File: config.mk
export PLATFORM = sky130hd
export DESIGN_NAME = graph6_edge_decoder
export DESIGN_NICKNAME = d
export VERILOG_FILES = /design/src/hw/rtl/g6d_pkg.sv /design/src/hw/rtl/g6d_queue.sv /design/src/hw/rtl/g6d_front.sv /design/src/hw/rtl/g6d_back.sv /design/src/hw/rtl/graph6_edge_decoder.sv
export SDC_FILE = /design/constraint.sdc
export NUM_CORES = 1
export LEC_CHECK = 0
export BUFFER_PORTS_ARGS = -buffer_cell sky130_fd_sc_hd__buf_2
export CORE_MARGIN = 2
export CORE_UTILIZATION = 56
export DETAILED_ROUTE_END_ITERATION = 10
export GPL_ROUTABILITY_DRIVEN = 0
export PLACE_DENSITY_LB_ADDON = 0.12
export SLEW_MARGIN = 0
export SYNTH_ARGS = -nofsm -noshare
export SYNTH_HDL_FRONTEND = slang
export SYNTH_HIERARCHICAL = 1
export SYNTH_SLANG_ARGS = --single-unit
export TNS_END_PERCENT = 1
File: constraint.sdc
create_clock -name clk_i -period 4 [get_ports clk_i]
set_clock_uncertainty 0.1 [all_clocks]
set_input_delay 0.8 -clock clk_i [delete_from_list [all_inputs] [get_ports clk_i]]
set_output_delay 0.8 -clock clk_i [all_outputs]
set_load 0.03 [all_outputs]
File: src/hw/rtl/g6d_pkg.sv
// ----------------------------------------------------------------------------
// g6d_pkg: shared types and constants for the graph6 edge decoder
// Request layouts between the front and back ends, result layout and codes.
// ----------------------------------------------------------------------------
package g6d_pkg;

  localparam int VtxW        = 6;
  localparam int CharW       = 8;
  localparam int BitsPerChar = 6;
  localparam int SeenW       = 9;
  localparam int QueueDepth  = 2;

  localparam logic [CharW-1:0] CharBias = 8'd63;
  localparam logic [CharW-1:0] CharTop  = 8'd126;
  localparam logic [SeenW-1:0] SeenMax  = 9'd511;

  typedef enum logic [1:0] {
    STAT_OK        = 2'd0,
    STAT_BAD_CHAR  = 2'd1,
    STAT_BIG_COUNT = 2'd2,
    STAT_BAD_LEN   = 2'd3
  } status_e;

  typedef enum logic {
    KIND_EDGE   = 1'b0,
    KIND_STATUS = 1'b1
  } kind_e;

  // One request from front to back: an optional six-bit walk, then an
  // optional closing status.
  typedef struct packed {
    logic                   walk;
    logic [BitsPerChar-1:0] bits;
    logic [VtxW-1:0]        n;
    logic                   stat_en;
    status_e                status;
  } cmd_t;

  typedef struct packed {
    kind_e           kind;
    logic [VtxW-1:0] lo;
    logic [VtxW-1:0] hi;
    logic [VtxW-1:0] cnt;
    status_e         status;
    logic            last;
  } res_t;

  typedef logic [SeenW-1:0] chars_tab_t [2**VtxW];

  // Expected number of data characters for each vertex count.
  function automatic chars_tab_t build_chars_tab();
    chars_tab_t tab;
    int         pairs;
    for (int n = 0; n < 2**VtxW; n++) begin
      pairs  = (n > 0) ? (n * (n - 1)) / 2 : 0;
      tab[n] = SeenW'((pairs + 5) / 6);
    end
    return tab;
  endfunction

endpackage

File: src/hw/rtl/g6d_queue.sv
// ----------------------------------------------------------------------------
// g6d_queue: short request queue between front and back ends
// Register-based FIFO of cmd_t entries.
// ----------------------------------------------------------------------------
module g6d_queue (
  input  logic           clk_i,
  input  logic           rst_ni,
  input  logic           wr_i,
  input  g6d_pkg::cmd_t  wr_data_i,
  input  logic           rd_i,
  output g6d_pkg::cmd_t  rd_data_o,
  output logic           full_o,
  output logic           empty_o
);
  import g6d_pkg::*;

  localparam int PtrW = (QueueDepth > 1) ? $clog2(QueueDepth) : 1;
  localparam int CntW = $clog2(QueueDepth + 1);
  localparam logic [PtrW-1:0] LastPtr = PtrW'(QueueDepth - 1);
  localparam logic [CntW-1:0] FullCnt = CntW'(QueueDepth);

  cmd_t            mem_q [QueueDepth];
  logic [PtrW-1:0] wr_ptr_q, wr_ptr_d;
  logic [PtrW-1:0] rd_ptr_q, rd_ptr_d;
  logic [CntW-1:0] cnt_q, cnt_d;
  logic            do_wr, do_rd;

  assign full_o    = (cnt_q == FullCnt);
  assign empty_o   = (cnt_q == '0);
  assign rd_data_o = mem_q[rd_ptr_q];
  assign do_wr     = wr_i && !full_o;
  assign do_rd     = rd_i && !empty_o;

  always_comb begin
    wr_ptr_d = wr_ptr_q;
    rd_ptr_d = rd_ptr_q;
    cnt_d    = cnt_q;
    if (do_wr) begin
      wr_ptr_d = (wr_ptr_q == LastPtr) ? '0 : wr_ptr_q + 1'b1;
    end
    if (do_rd) begin
      rd_ptr_d = (rd_ptr_q == LastPtr) ? '0 : rd_ptr_q + 1'b1;
    end
    if (do_wr && !do_rd) begin
      cnt_d = cnt_q + 1'b1;
    end else if (do_rd && !do_wr) begin
      cnt_d = cnt_q - 1'b1;
    end
  end

  always_ff @(posedge clk_i or negedge rst_ni) begin
    if (!rst_ni) begin
      wr_ptr_q <= '0;
      rd_ptr_q <= '0;
      cnt_q    <= '0;
    end else begin
      wr_ptr_q <= wr_ptr_d;
      rd_ptr_q <= rd_ptr_d;
      cnt_q    <= cnt_d;
    end
  end

  always_ff @(posedge clk_i) begin
    if (do_wr) begin
      mem_q[wr_ptr_q] <= wr_data_i;
    end
  end

endmodule

File: src/hw/rtl/g6d_front.sv
// ----------------------------------------------------------------------------
// g6d_front: character intake and line bookkeeping
// Classifies each character, tracks count, length and error, issues requests.
// ----------------------------------------------------------------------------
module g6d_front #(
  parameter int MaxVertices = 62
) (
  input  logic                        clk_i,
  input  logic                        rst_ni,
  input  logic                        push,
  output logic                        full,
  input  logic [g6d_pkg::CharW-1:0]   char_code_i,
  input  logic                        line_end_i,
  input  logic                        q_full_i,
  output logic                        cmd_wr_o,
  output g6d_pkg::cmd_t               cmd_o
);
  import g6d_pkg::*;

  localparam chars_tab_t CharsTab = build_chars_tab();
  localparam logic [CharW-1:0] MaxCnt = CharW'(MaxVertices);

  logic                at_start_q, at_start_d;
  logic [VtxW-1:0]     n_q, n_d;
  logic [SeenW-1:0]    seen_q, seen_d;
  status_e             err_q, err_d;

  logic                accept;
  logic                char_ok;
  logic [CharW-1:0]    v;
  logic [VtxW-1:0]     n_now;
  logic [SeenW-1:0]    seen_now;
  status_e             err_now;
  logic                walk;

  assign full    = q_full_i;
  assign accept  = push && !q_full_i;
  assign char_ok = (char_code_i >= CharBias) && (char_code_i <= CharTop);
  assign v       = char_code_i - CharBias;

  always_comb begin
    n_now    = n_q;
    seen_now = seen_q;
    err_now  = err_q;
    walk     = 1'b0;
    if (at_start_q) begin
      seen_now = '0;
      if (!char_ok) begin
        err_now = STAT_BAD_CHAR;
        n_now   = '0;
      end else if (v > MaxCnt) begin
        err_now = STAT_BIG_COUNT;
        n_now   = '0;
      end else begin
        err_now = STAT_OK;
        n_now   = v[VtxW-1:0];
      end
    end else begin
      if (seen_q != SeenMax) begin
        seen_now = seen_q + 1'b1;
      end
      if (!char_ok) begin
        err_now = STAT_BAD_CHAR;
      end
      walk = (err_now == STAT_OK);
    end
  end

  always_comb begin
    cmd_o.walk    = walk;
    cmd_o.bits    = v[BitsPerChar-1:0];
    cmd_o.n       = n_now;
    cmd_o.stat_en = line_end_i;
    cmd_o.status  = err_now;
    if ((err_now == STAT_OK) && (seen_now != CharsTab[n_now])) begin
      cmd_o.status = STAT_BAD_LEN;
    end
  end

  assign cmd_wr_o = accept && (walk || line_end_i);

  always_comb begin
    at_start_d = at_start_q;
    n_d        = n_q;
    seen_d     = seen_q;
    err_d      = err_q;
    if (accept) begin
      if (line_end_i) begin
        at_start_d = 1'b1;
        n_d        = '0;
        seen_d     = '0;
        err_d      = STAT_OK;
      end else begin
        at_start_d = 1'b0;
        n_d        = n_now;
        seen_d     = seen_now;
        err_d      = err_now;
      end
    end
  end

  always_ff @(posedge clk_i or negedge rst_ni) begin
    if (!rst_ni) begin
      at_start_q <= 1'b1;
      n_q        <= '0;
      seen_q     <= '0;
      err_q      <= STAT_OK;
    end else begin
      at_start_q <= at_start_d;
      n_q        <= n_d;
      seen_q     <= seen_d;
      err_q      <= err_d;
    end
  end

endmodule

File: src/hw/rtl/g6d_back.sv
// ----------------------------------------------------------------------------
// g6d_back: bit walker and result register
// Steps one adjacency bit per cycle over the upper triangle, a set bit waiting
// for room; edges and the closing status go into a single output register.
// ----------------------------------------------------------------------------
module g6d_back (
  input  logic           clk_i,
  input  logic           rst_ni,
  input  g6d_pkg::cmd_t  cmd_i,
  input  logic           q_empty_i,
  output logic           q_rd_o,
  input  logic           pop,
  output logic           empty,
  output g6d_pkg::res_t  res_o
);
  import g6d_pkg::*;

  localparam int WalkW = $clog2(BitsPerChar + 1);
  localparam logic [WalkW-1:0] WalkLen = WalkW'(BitsPerChar);

  logic [WalkW-1:0]       walk_cnt_q, walk_cnt_d;
  logic [BitsPerChar-1:0] bits_q, bits_d;
  logic [VtxW-1:0]        n_q, n_d;
  logic                   stat_pend_q, stat_pend_d;
  status_e                stat_q, stat_d;
  logic [VtxW-1:0]        row_q, row_d;
  logic [VtxW-1:0]        col_q, col_d;
  logic                   out_valid_q, out_valid_d;
  res_t                   out_q, out_d;

  logic                   out_free;
  logic                   in_range;
  logic                   hit;
  logic                   emit;
  res_t                   res;

  assign out_free = !out_valid_q || pop;
  assign in_range = (col_q < n_q);
  assign hit      = bits_q[BitsPerChar-1] && in_range;

  always_comb begin
    walk_cnt_d  = walk_cnt_q;
    bits_d      = bits_q;
    n_d         = n_q;
    stat_pend_d = stat_pend_q;
    stat_d      = stat_q;
    row_d       = row_q;
    col_d       = col_q;
    emit        = 1'b0;
    res         = '0;
    q_rd_o      = 1'b0;

    if (walk_cnt_q != '0) begin
      if (!hit || out_free) begin
        if (hit) begin
          emit      = 1'b1;
          res.kind  = KIND_EDGE;
          res.lo    = row_q;
          res.hi    = col_q;
        end
        // advance along the column; past the triangle the position holds
        if (in_range) begin
          if ((row_q + 1'b1) != col_q) begin
            row_d = row_q + 1'b1;
          end else begin
            row_d = '0;
            col_d = col_q + 1'b1;
          end
        end
        bits_d     = {bits_q[BitsPerChar-2:0], 1'b0};
        walk_cnt_d = walk_cnt_q - 1'b1;
      end
    end else if (stat_pend_q) begin
      if (out_free) begin
        emit        = 1'b1;
        res.kind    = KIND_STATUS;
        res.cnt     = n_q;
        res.status  = stat_q;
        res.last    = 1'b1;
        row_d       = '0;
        col_d       = VtxW'(1);
        stat_pend_d = 1'b0;
      end
    end

    // take the next request as soon as the current one is finished
    if ((walk_cnt_d == '0) && !stat_pend_d && !q_empty_i) begin
      q_rd_o      = 1'b1;
      walk_cnt_d  = cmd_i.walk ? WalkLen : '0;
      bits_d      = cmd_i.bits;
      n_d         = cmd_i.n;
      stat_pend_d = cmd_i.stat_en;
      stat_d      = cmd_i.status;
    end
  end

  always_comb begin
    out_valid_d = out_valid_q;
    out_d       = out_q;
    if (emit) begin
      out_valid_d = 1'b1;
      out_d       = res;
    end else if (pop && out_valid_q) begin
      out_valid_d = 1'b0;
    end
  end

  assign empty = !out_valid_q;
  assign res_o = out_q;

  always_ff @(posedge clk_i or negedge rst_ni) begin
    if (!rst_ni) begin
      walk_cnt_q  <= '0;
      stat_pend_q <= 1'b0;
      row_q       <= '0;
      col_q       <= VtxW'(1);
      out_valid_q <= 1'b0;
    end else begin
      walk_cnt_q  <= walk_cnt_d;
      stat_pend_q <= stat_pend_d;
      row_q       <= row_d;
      col_q       <= col_d;
      out_valid_q <= out_valid_d;
    end
  end

  always_ff @(posedge clk_i) begin
    bits_q <= bits_d;
    n_q    <= n_d;
    stat_q <= stat_d;
    out_q  <= out_d;
  end

endmodule

File: src/hw/rtl/graph6_edge_decoder.sv
// ----------------------------------------------------------------------------
// graph6_edge_decoder: short-form graph6 line to edge list
// Front end classifies characters, back end walks the adjacency bits.
// ----------------------------------------------------------------------------
// Feed one graph6 line a character per request, line_end_i set on the last
// one. The first character (minus 63) is the vertex count, up to MaxVertices;
// every later character carries six adjacency bits, MSB first, over the upper
// triangle in column order. Each set bit comes out in order as an edge result
// (kind 0, low/high vertex); padding bits are dropped. The last character is
// followed by a status result (kind 1, last 1) with the count and status:
// ok, bad character, oversized count or wrong length. Discard the line's
// edges if the status is not ok.
// Timing: the front end takes a character every cycle while its two-entry
// request queue has room. The back end spends one cycle per adjacency bit,
// stalling on a set bit while its single output register holds an unpopped
// result, and takes the next request only once the current one, its status
// included, is finished; the sustained character rate is set by this bit
// walker. Characters that produce no work (count character, characters after
// an error) write no request to the queue unless they end the line.
module graph6_edge_decoder #(
  parameter int MaxVertices = 62
) (
  input  logic                        clk_i,
  input  logic                        rst_ni,
  // request side
  input  logic                        push,
  output logic                        full,
  input  logic [g6d_pkg::CharW-1:0]   char_code_i,
  input  logic                        line_end_i,
  // result side
  output logic                        empty,
  input  logic                        pop,
  output logic                        kind_o,
  output logic [g6d_pkg::VtxW-1:0]    low_vertex_o,
  output logic [g6d_pkg::VtxW-1:0]    high_vertex_o,
  output logic [g6d_pkg::VtxW-1:0]    num_vertices_o,
  output logic [1:0]                  status_o,
  output logic                        last_o
);
  import g6d_pkg::*;

  cmd_t cmd_wr_data;
  cmd_t cmd_rd_data;
  logic cmd_wr;
  logic cmd_rd;
  logic q_full;
  logic q_empty;
  res_t res;

  // Front: line state, error priority and length check.
  g6d_front #(
    .MaxVertices (MaxVertices)
  ) u_front (
    .clk_i       (clk_i),
    .rst_ni      (rst_ni),
    .push        (push),
    .full        (full),
    .char_code_i (char_code_i),
    .line_end_i  (line_end_i),
    .q_full_i    (q_full),
    .cmd_wr_o    (cmd_wr),
    .cmd_o       (cmd_wr_data)
  );

  // Decoupling queue between the two halves.
  g6d_queue u_queue (
    .clk_i     (clk_i),
    .rst_ni    (rst_ni),
    .wr_i      (cmd_wr),
    .wr_data_i (cmd_wr_data),
    .rd_i      (cmd_rd),
    .rd_data_o (cmd_rd_data),
    .full_o    (q_full),
    .empty_o   (q_empty)
  );

  // Back: triangle walk and result register.
  g6d_back u_back (
    .clk_i     (clk_i),
    .rst_ni    (rst_ni),
    .cmd_i     (cmd_rd_data),
    .q_empty_i (q_empty),
    .q_rd_o    (cmd_rd),
    .pop       (pop),
    .empty     (empty),
    .res_o     (res)
  );

  assign kind_o         = res.kind;
  assign low_vertex_o   = res.lo;
  assign high_vertex_o  = res.hi;
  assign num_vertices_o = res.cnt;
  assign status_o       = res.status;
  assign last_o         = res.last;

endmodule
Word level (Yosys, flattened, before mapping):

Memories as Yosys holds them, arrays and structs flattened.
Cells that the tools add are included.

* bitwise gates (word level): 3
* equal/unequal tests: 7
* reduce and logical (&&, ||, !) cells: 39
* multiplexer cells: 59
* $add $sub $neg: 9
* $lt $le $gt $ge: 5

Operators by type and width (count)
* two-way mux 6 bit: 19
* two-way mux 9 bit: 5
* two-way mux 1 bit: 20
* two-way mux 2 bit: 9
* two-way mux 13 bit: 1
* adder 6 x 1 -> 6 bit, second input constant: 2
* logical AND 1 bit: 12
* two-way mux 12 bit: 1
* two-way mux 3 bit: 4
* nonzero test 2 bit: 6
* adder 9 x 1 -> 9 bit, second input constant: 1
* != test 9 bit: 1
* != test 9 bit, second input constant: 1
* >= comparator 8 x 6 -> 1 bit, second input constant: 1
* > comparator 8 x 6 -> 1 bit, second input constant: 1
* less-or-equal comparator 8 x 7 -> 1 bit, second input constant: 1
* subtractor 8 x 6 -> 8 bit, second input constant: 1
* >= comparator 7 bit, second input constant: 1
* zero test 1 bit: 7
* inverter 6 -> 7 bit: 1
* zero test 2 bit: 3
* less-than comparator 6 bit: 1
* != test 6 bit: 1
* AND reduction 5 bit: 1
* 16 further kinds: 21

* logic and storage cells: 145
* register bits: 75
* input bits: 13
* bits in writable memories: 32
* memories: 2
* output and inout bits: 24
* ROM bits: 576

Memory list
* (no name shown): depth 64, bits a word 9, read ports 1, clocked after Yosys merged registers in 0, wr ports 0, line g6d_front.sv:75 `if ((err_now == STAT_OK) && (seen_now != CharsTab[n_now])) begin`
* u_queue.mem_q: depth 2, bits a word 16, read ports 1, clocked after Yosys merged registers in 0, wr ports 1, line g6d_queue.sv:22 `cmd_t mem_q [QueueDepth];`

Logic depth before layout (Yosys ltp):

Gate-level depths: netlist of the first run.

* word-level depth: 14
* mapped depth: 19
* gate-level depth less buffers: 16

Hierarchy:

The synthesis of the first run kept the hierarchy.

Modules (own cells, without submodules)
* g6d_front: area each 2588.7 um2, sequential area each 451.7 um2, instances 1, cells an instance 336
* g6d_back: area each 2511.2 um2, sequential area each 1507.7 um2, instances 1, cells an instance 206
* g6d_queue: area each 1402.6 um2, sequential area each 1061.0 um2, instances 1, cells an instance 69

Worst setup path after synthesis of the first run:

Ideal clock, no wire load.

* kind: input -> register
* start point: in char_code_i[0] (netlist name)
* end point: mem u_queue/mem_q[0][1] (netlist name), data pin
* arrival time: 4.078 ns
* library setup time: 0.279 ns
* stages on the path: 18
* path slack: -0.457 ns
* buffers on the path: 3
* data required time: 3.621 ns
* cells stage by stage: inv_1 ha_1 nor4bb_1 clkbuf_1 nand3_4 a31oi_4 buf_6 inv_1 ha_1 buf_2 inv_1 nor3_1 a2111oi_0 nor3_1 xor2_1 o22ai_1 a2111oi_4 a22oi_1

RTL lines
* start, declared: line graph6_edge_decoder.sv:28 `input logic [g6d_pkg::CharW-1:0] char_code_i,`
* end, declared: line g6d_queue.sv:22

==> results of run 1 <==
-- cell families (layout without fill, tap and decap cells) --
kind of cell             after synthesis  in the layout
AND/OR/NAND/NOR                      197            197
AO/OA/AOI/OAI                        157            157
flip-flops                           107            107
buffers and inverters                 70            173
XOR/XNOR                              32             32
multiplexers                          28             28
adder cells (fa/ha/maj)               20             20
-- final cells by class --
type	instances	area, um^2	area share
multi-input combinational	434	3266	0.4202
sequential	107	3020	0.3886
clock buffer	12	236.5	0.03043
inverter	37	151.4	0.01948
clock inverter	4	98.84	0.01272
timing repair buffer	120	820.8	0.1056
tap	143	178.9	0.02302
-- cell usage in the layout (no fill, tap or decap), types with 9 or more instances in the layout --
master,instances
a21oi_1,25
a31oi_1,13
and2_1,12
and3_1,9
buf_2,35
buf_4,82
clkbuf_16,9
dfrtp_1,37
edfxtp_1,68
ha_1,16
inv_1,27
mux2_2,13
mux2_4,9
nand2_1,42
nand2b_1,15
nand3_1,24
nand4_1,9
nor2_1,41
nor2b_1,9
nor3_1,11
o211ai_1,10
o21ai_0,23
xnor2_1,21
-- what timing repair did --
item | in CTS | in global routing
setup endpoints to repair | 0 | 4
setup buffers | 0 | 4
gates resized for setup | 0 | 22
-- worst paths after layout --
kind / end / slack (ps) / cells past startpoint
max: u_queue/mem_q[1][1]$_DFFE_PP_ / 160 / 16
min: u_back/stat_pend_q$_DFF_PN0_ / 410 / 2
max reg2reg: u_queue/mem_q[1][1]$_DFFE_PP_ / 610 / 14
min reg2reg: u_back/stat_pend_q$_DFF_PN0_ / 410 / 2
max in group asynchronous: u_front/n_q[0]$_DFFE_PN0P_ / 2690 / 1
min in group asynchronous: u_back/col_q[3]$_DFFE_PN0P_ / 520 / 1
-- metal layers --
metal / track usage / vias to the layer above
met2: 0.4388 / 188
met5: 0 / -
met3: 0.03702 / 27
met1: 0.2937 / 2473
met4: 0.1144 / 0
li1: - / 2469
-- registers in the layout, summed over array words and instances, names as in the netlist --
| register | flops |
|---|---|
| u_back/walk_cnt_q | 3 |
| u_front/err_q | 2 |
| u_back/row_q | 6 |
| u_queue/wr_ptr_q | 1 |
| u_front/at_start_q | 1 |
| u_back/stat_pend_q | 1 |
| u_queue/rd_ptr_q | 1 |
| u_back/out_valid_q | 1 |
| u_back/col_q | 6 |
| u_back/stat_q | 2 |
| u_back/res_o | 22 |
| u_front/n_q | 6 |
| u_back/n_q | 6 |
| u_queue/mem_q | 32 |
| u_queue/cnt_q | 2 |
| u_back/bits_q | 6 |
| u_front/seen_q | 9 |
-- through the flow --
stage / setup TNS, ps / area, um^2 / worst slack [ps] / util
3_5_place_dp: -1222 / 7307 / -316.9 / 0.6427
3_3_place_gp: -803.7 / 7307 / -205.1 / 0.6427
6_report: 0 / 7772 / 160.9 / 0.6836
4_1_cts: 0 / 7642 / 33.68 / 0.6722
5_1_grt: -1.040 / 7772 / -0.5951 / 0.6836
2_1_floorplan: -18.45 / 6579 / -9.225 / -
-- power by group --
group / switching (mW) / total (mW) / leakage (nW) / internal [mW]
Clock: 0.370 / 0.983 / 0.161 / 0.614
Sequential: 0.251 / 1.88 / 1.15 / 1.63
Combinational: 1.43 / 2.39 / 1.85 / 0.953
Total: 2.05 / 5.25 / 3.16 / 3.20
-- worst max-delay path, cell delays in order --
cell and delay [ps]:
clkbuf_4 150, clkinvlp_4 110, ha_4 230, nor4bb_4 260, buf_4 160, nand3_4 100, a31oi_4 260, buf_6 150
buf_4 160, inv_4 70, xnor2_1 150, a2111oi_2 470, a311oi_1 120, a211oi_2 330, and3_1 220, a22oi_2 60
==> results.toml, run 1 <==
[setup_path]
crit_fanout = 8
crit_path_start_kind = "primary input"
worstPathRequired_ps = 3970
worstSetupPathType = "primary input to flip-flop"
crit_arrival_ps = 3810
startpoint = "char_code_i[0]"
worstSetupEndpointType = "flip-flop"
regToRegStartpoint = "u_front/at_start_q$_DFFE_PN1P_"

[synthesis]
yosysSeqAreaShare = 0.4645
synth_nets = 644
synth.most_common_cell = "edfxtp_1"
synthCells = 611
synth.cell_area_mm2 = 0.006502
ys.flop_type = "edfxtp_1"
synth_top_family_by_area = "compound AO/OA/AOI/OAI gates"
synth_async_sr_flop_share = 0.3645
synth-adder-area-share = 0.03848
synth_area_per_cell_um2 = 10.64
synth_edf_count = 68
synth_top_area_frac = 0.3140
synth_seq_cells = 107
synth-xor-area-share = 0.04657
synth_compound_area_frac = 0.1807
synth_commonest_cells = "68 x edfxtp_1, 42 x nand2_1, 41 x nor2_1"
yosys.area_share.simple = 0.1614
ys_top_cells_by_area = "edfxtp_1 31%, dfrtp_1 14%, ha_1 3.8%, xnor2_1 2.8%, nand2_1 2.4%"
synth_cell_types = 87
synth_top_area_cell = "edfxtp_1"
synthMuxAreaShare = 0.05253
yosysWarnings = 6

[worst_hold_path]
hold_start = "u_back/stat_pend_q$_DFF_PN0_"
min_path_type = "flip-flop to flip-flop"

[grt]
grt_remaining_overflow = 0
grt_max_degree = 40
grt_usage = 0.2464
first_global_vias = 5157
antenna_found_initial = 0
grt_pass1_wl_mm = 24.98

[outcome]
status = "complete, no violations"

[detailed_routing]
wl_met1_mm = 6.123
first_pass_iters = 5
ant_nets = 0
routed_wl_mm = 15.25
route.vias.total = 5157
viasPerCell = 6.018
wl_met3_um = 762
drt_iter0_markers = 379
drc = 0
highest_layer = "met4"
dr_wl_met2_mm = 7.899
wire_per_inst_um = 17.79

[clock_network]
cts.sinks = 107
hold_buffers = 0
cts_buffer_depth = 2
clockRootBuffer = "clkbuf_16"
cts_buffers = 9
tritoncts = "built"
clk-insertion-delay-late_ps = 340
cts_htree_levels = 3
clkTransAtPathRegs_ps = 70

[floorplanning]
die-area_mm2 = 0.01249
die_w_um = 111.8
die_h_um = 111.8
core-area_mm2 = 0.01137
ios = 37
start_util = 0.5719
rows = 39

[cells_and_area]
finalNonFillerCells = 857
num-fill-cells = 829
nets = 742
antenna_cells = 0
area_growth_pct = 19.53
drive_gt1_frac = 0.2955

[sta]
max_freq_ghz = 0.2605
period_share = 0.9598
setup_viol = 0
min_period_ps = 3839
tightest_slew_ps = 959.9
slew_headroom = 0.3601
hold_violations = 0
timing.hold.ws_ps = 405.2
slew_viol_final = 0

[place]
dp_hpwl_mm = 11.27
numPortBuffers = 36
dp.cells = 837

[power]
cellPowerDensity_mw_per_mm2 = 675.7
total_power_mw = 5.252
p_leak_nw = 3.165
peakVddDrop_v = 0.0005923

[run]
cap_violations = 0
(Power assumes the default switching activity.)
==> run 2: changes to the inputs <==
- ABC_AREA: not set -> 1
- SETUP_SLACK_MARGIN: not set -> 0.3
==> results.toml, run 2 <==
[outcome]
status = "complete, no violations"

[detailed_routing]
wire_per_inst_um = 14.01
drc = 0
routed_wl_mm = 14.11
route.vias.total = 5465
first_pass_iters = 6
drt_iter0_markers = 460
ant_nets = 0
viasPerCell = 5.427

[setup_path]
crit_arrival_ps = 3450
worstSetupEndpointType = "flip-flop"
critPathMaxStageDelay_ps = 240
cp_slowest_cell = "ha_1"
worstPathBufferInverterCount = 2
cpMostUsedCell = "nand2_1"
timing.critical_path.cells = "buf_2 -> ha_1 -> nand2_2 -> nor2_4 -> nand2_2 -> nand2_2 -> nand2_2 -> nor2_8 -> nand2_8 -> nor2_2 -> nor2_4 -> ha_1 -> inv_1 -> nand2_1 -> a21oi_1 -> nor2_1 -> nand2_1 -> nand2_1 -> nand2_1 -> nand3_1 -> nor2_1 -> nand3_1 -> nand2_1 -> nand2_1"
path_depth = 24
worstPathRequired_ps = 4000
crit_path_start_kind = "primary input"
crit_fanout = 9
worstSetupPathType = "primary input to flip-flop"
crit_family = "simple AND/OR/NAND/NOR gates"
reg2reg_depth = 8

[synthesis]
yosysWarnings = 6
synth_top_area_frac = 0.3046
synth_edf_count = 68
synth_cell_types = 48
synth.most_common_cell = "nand2_1"
synth_commonest_cells = "240 x nand2_1, 102 x inv_1, 82 x nor2_1"
synth_nets = 856
synth_async_sr_flop_share = 0.3645
synthCells = 823
synth_seq_cells = 107
synth.cell_area_mm2 = 0.006703
synth_area_per_cell_um2 = 8.144
synth_top_area_cell = "edfxtp_1"
ys_top_cells_by_area = "edfxtp_1 30%, dfrtp_1 14%, nand2_1 13%, nand3_1 5.9%, inv_1 5.7%"
ys.flop_type = "edfxtp_1"
yosysSeqAreaShare = 0.4506

[place]
dp.cells = 985
dp_hpwl_mm = 9.941
placed_cell_area_mm2 = 0.006963
numPortBuffers = 36

[cells_and_area]
top_register = "u_queue/mem_q"
drive_gt1_frac = 0.1632
nets = 892
area_growth_pct = 9.651
utilization = 0.6355
num-fill-cells = 979
final_cell_area_mm2 = 0.007350
antenna_cells = 0
final_cell_mix = "239 x nand2_1, 102 x inv_1, 82 x nor2_1, 78 x nand3_1, 68 x edfxtp_1"
layout_commonest_cell = "nand2_1"
finalNonFillerCells = 1007
largest_register_ff_count = 32

[power]
peakVddDrop_v = 0.0002249
cellPowerDensity_mw_per_mm2 = 615.7
p_leak_nw = 3.402

[clock_network]
clockRootBuffer = "clkbuf_16"
cts_htree_levels = 3
cts_buffers = 9
tritoncts = "built"
clkTransAtPathRegs_ps = 60
hold_buffers = 0
clk-insertion-delay-late_ps = 350
cts.sinks = 107
cts_buffer_depth = 2

[floorplanning]
die_w_um = 113.4
core-area_mm2 = 0.01156
rows = 39
die_h_um = 113.4
ios = 37
die-area_mm2 = 0.01286
start_util = 0.5796

[sta]
period_share = 0.8631
tightest_slew_ps = 983.0
hold_violations = 0
max_freq_ghz = 0.2897
min_period_ps = 3452
slew_viol_final = 0
slew_headroom = 0.3446
rsz0062_at_grt = "false"
tns_ps = 0
setup_viol = 0

[grt]
antenna_found_initial = 0
grt_usage = 0.2301
grt_remaining_overflow = 0
first_global_vias = 5127
grt_pass1_wl_mm = 23.85
grt_max_degree = 40

[run]
cap_violations = 0

[worst_hold_path]
min_path_type = "flip-flop to flip-flop"
min_path_cells = 2
## run 2: kinds of logic (layout without fill, tap and decap cells)
kind of cell             count (synthesis)  after routing  share of synthesized area
AND/OR/NAND/NOR                        483            483                     0.3487
buffers and inverters                  132            173                    0.08419
flip-flops                             107            107                     0.4506
AO/OA/AOI/OAI                           71             71                    0.06609
adder cells (fa/ha/maj)                 20             20                    0.03733
XOR/XNOR                                10             10                    0.01307
## run 2: per-stage QoR
stage                     hold WS (ps)  power, mW  setup slack, ps
final                            381.7      4.525            547.6
after global routing             436.6      4.848            292.4
after CTS                        385.8      4.545            521.7
after detailed placement         371.6      3.619            149.8
after global placement           362.0      3.568            250.0
after floorplan                  349.0      3.216            657.5
## run 2: final cells by class
| cell class | instances | area (um^2) | share of cell area |
|---|---|---|---|
| clock buffers | 11 | 252.7 | 0.03439 |
| multi-input cells | 584 | 3147 | 0.4282 |
| inverters | 110 | 415.4 | 0.05652 |
| flip-flops and latches | 107 | 3020 | 0.4110 |
| well taps | 143 | 178.9 | 0.02434 |
| clock inverters | 5 | 60.06 | 0.008172 |
| repair buffers | 47 | 275.3 | 0.03745 |
## run 2: what timing repair did
item	4_1_cts	5_1_grt
gates resized for setup	0	6
setup endpoints to repair	0	4
buffers inserted	0	6
## run 2: worst paths after layout
kind                            slack, ps                              to                          from
max in group asynchronous            2680    u_queue/rd_ptr_q$_DFFE_PN0P_                        rst_ni
worst max register to register        900  u_back/res_o[10]$_SDFFCE_PN0P_   u_back/col_q[5]$_DFFE_PN0P_
min in group asynchronous             510      u_front/n_q[0]$_DFFE_PN0P_                        rst_ni
worst max-delay path                  550   u_queue/mem_q[1][0]$_DFFE_PP_                char_code_i[1]
worst min register to register        380    u_queue/wr_ptr_q$_DFFE_PN0P_  u_queue/wr_ptr_q$_DFFE_PN0P_
worst min-delay path                  380    u_queue/wr_ptr_q$_DFFE_PN0P_  u_queue/wr_ptr_q$_DFFE_PN0P_
## run 2: metal layers
metal,vias up,share of wire,global-route usage
met4,0,0.024,0.08862
met2,191,0.49,0.3896
met5,-,0,0
li1,2735,-,-
met3,35,0.054,0.04198
met1,2504,0.44,0.2955
## run 2: worst reg2reg max path, stage by stage (launching register included)
cell and delay, ps:
dfrtp_1 450, ha_1 320, nand2_1 110, inv_1 60, a21oi_2 200, nand2_1 70
nor2_1 180, nand3_1 420, nand2_1 810
## run 2: report_power, final
part / switching [mW] / leakage (nW) / internal [mW]
Clock: 0.396 / 0.152 / 0.522
Sequential: 0.197 / 1.16 / 1.58
Combinational: 1.29 / 2.09 / 0.541
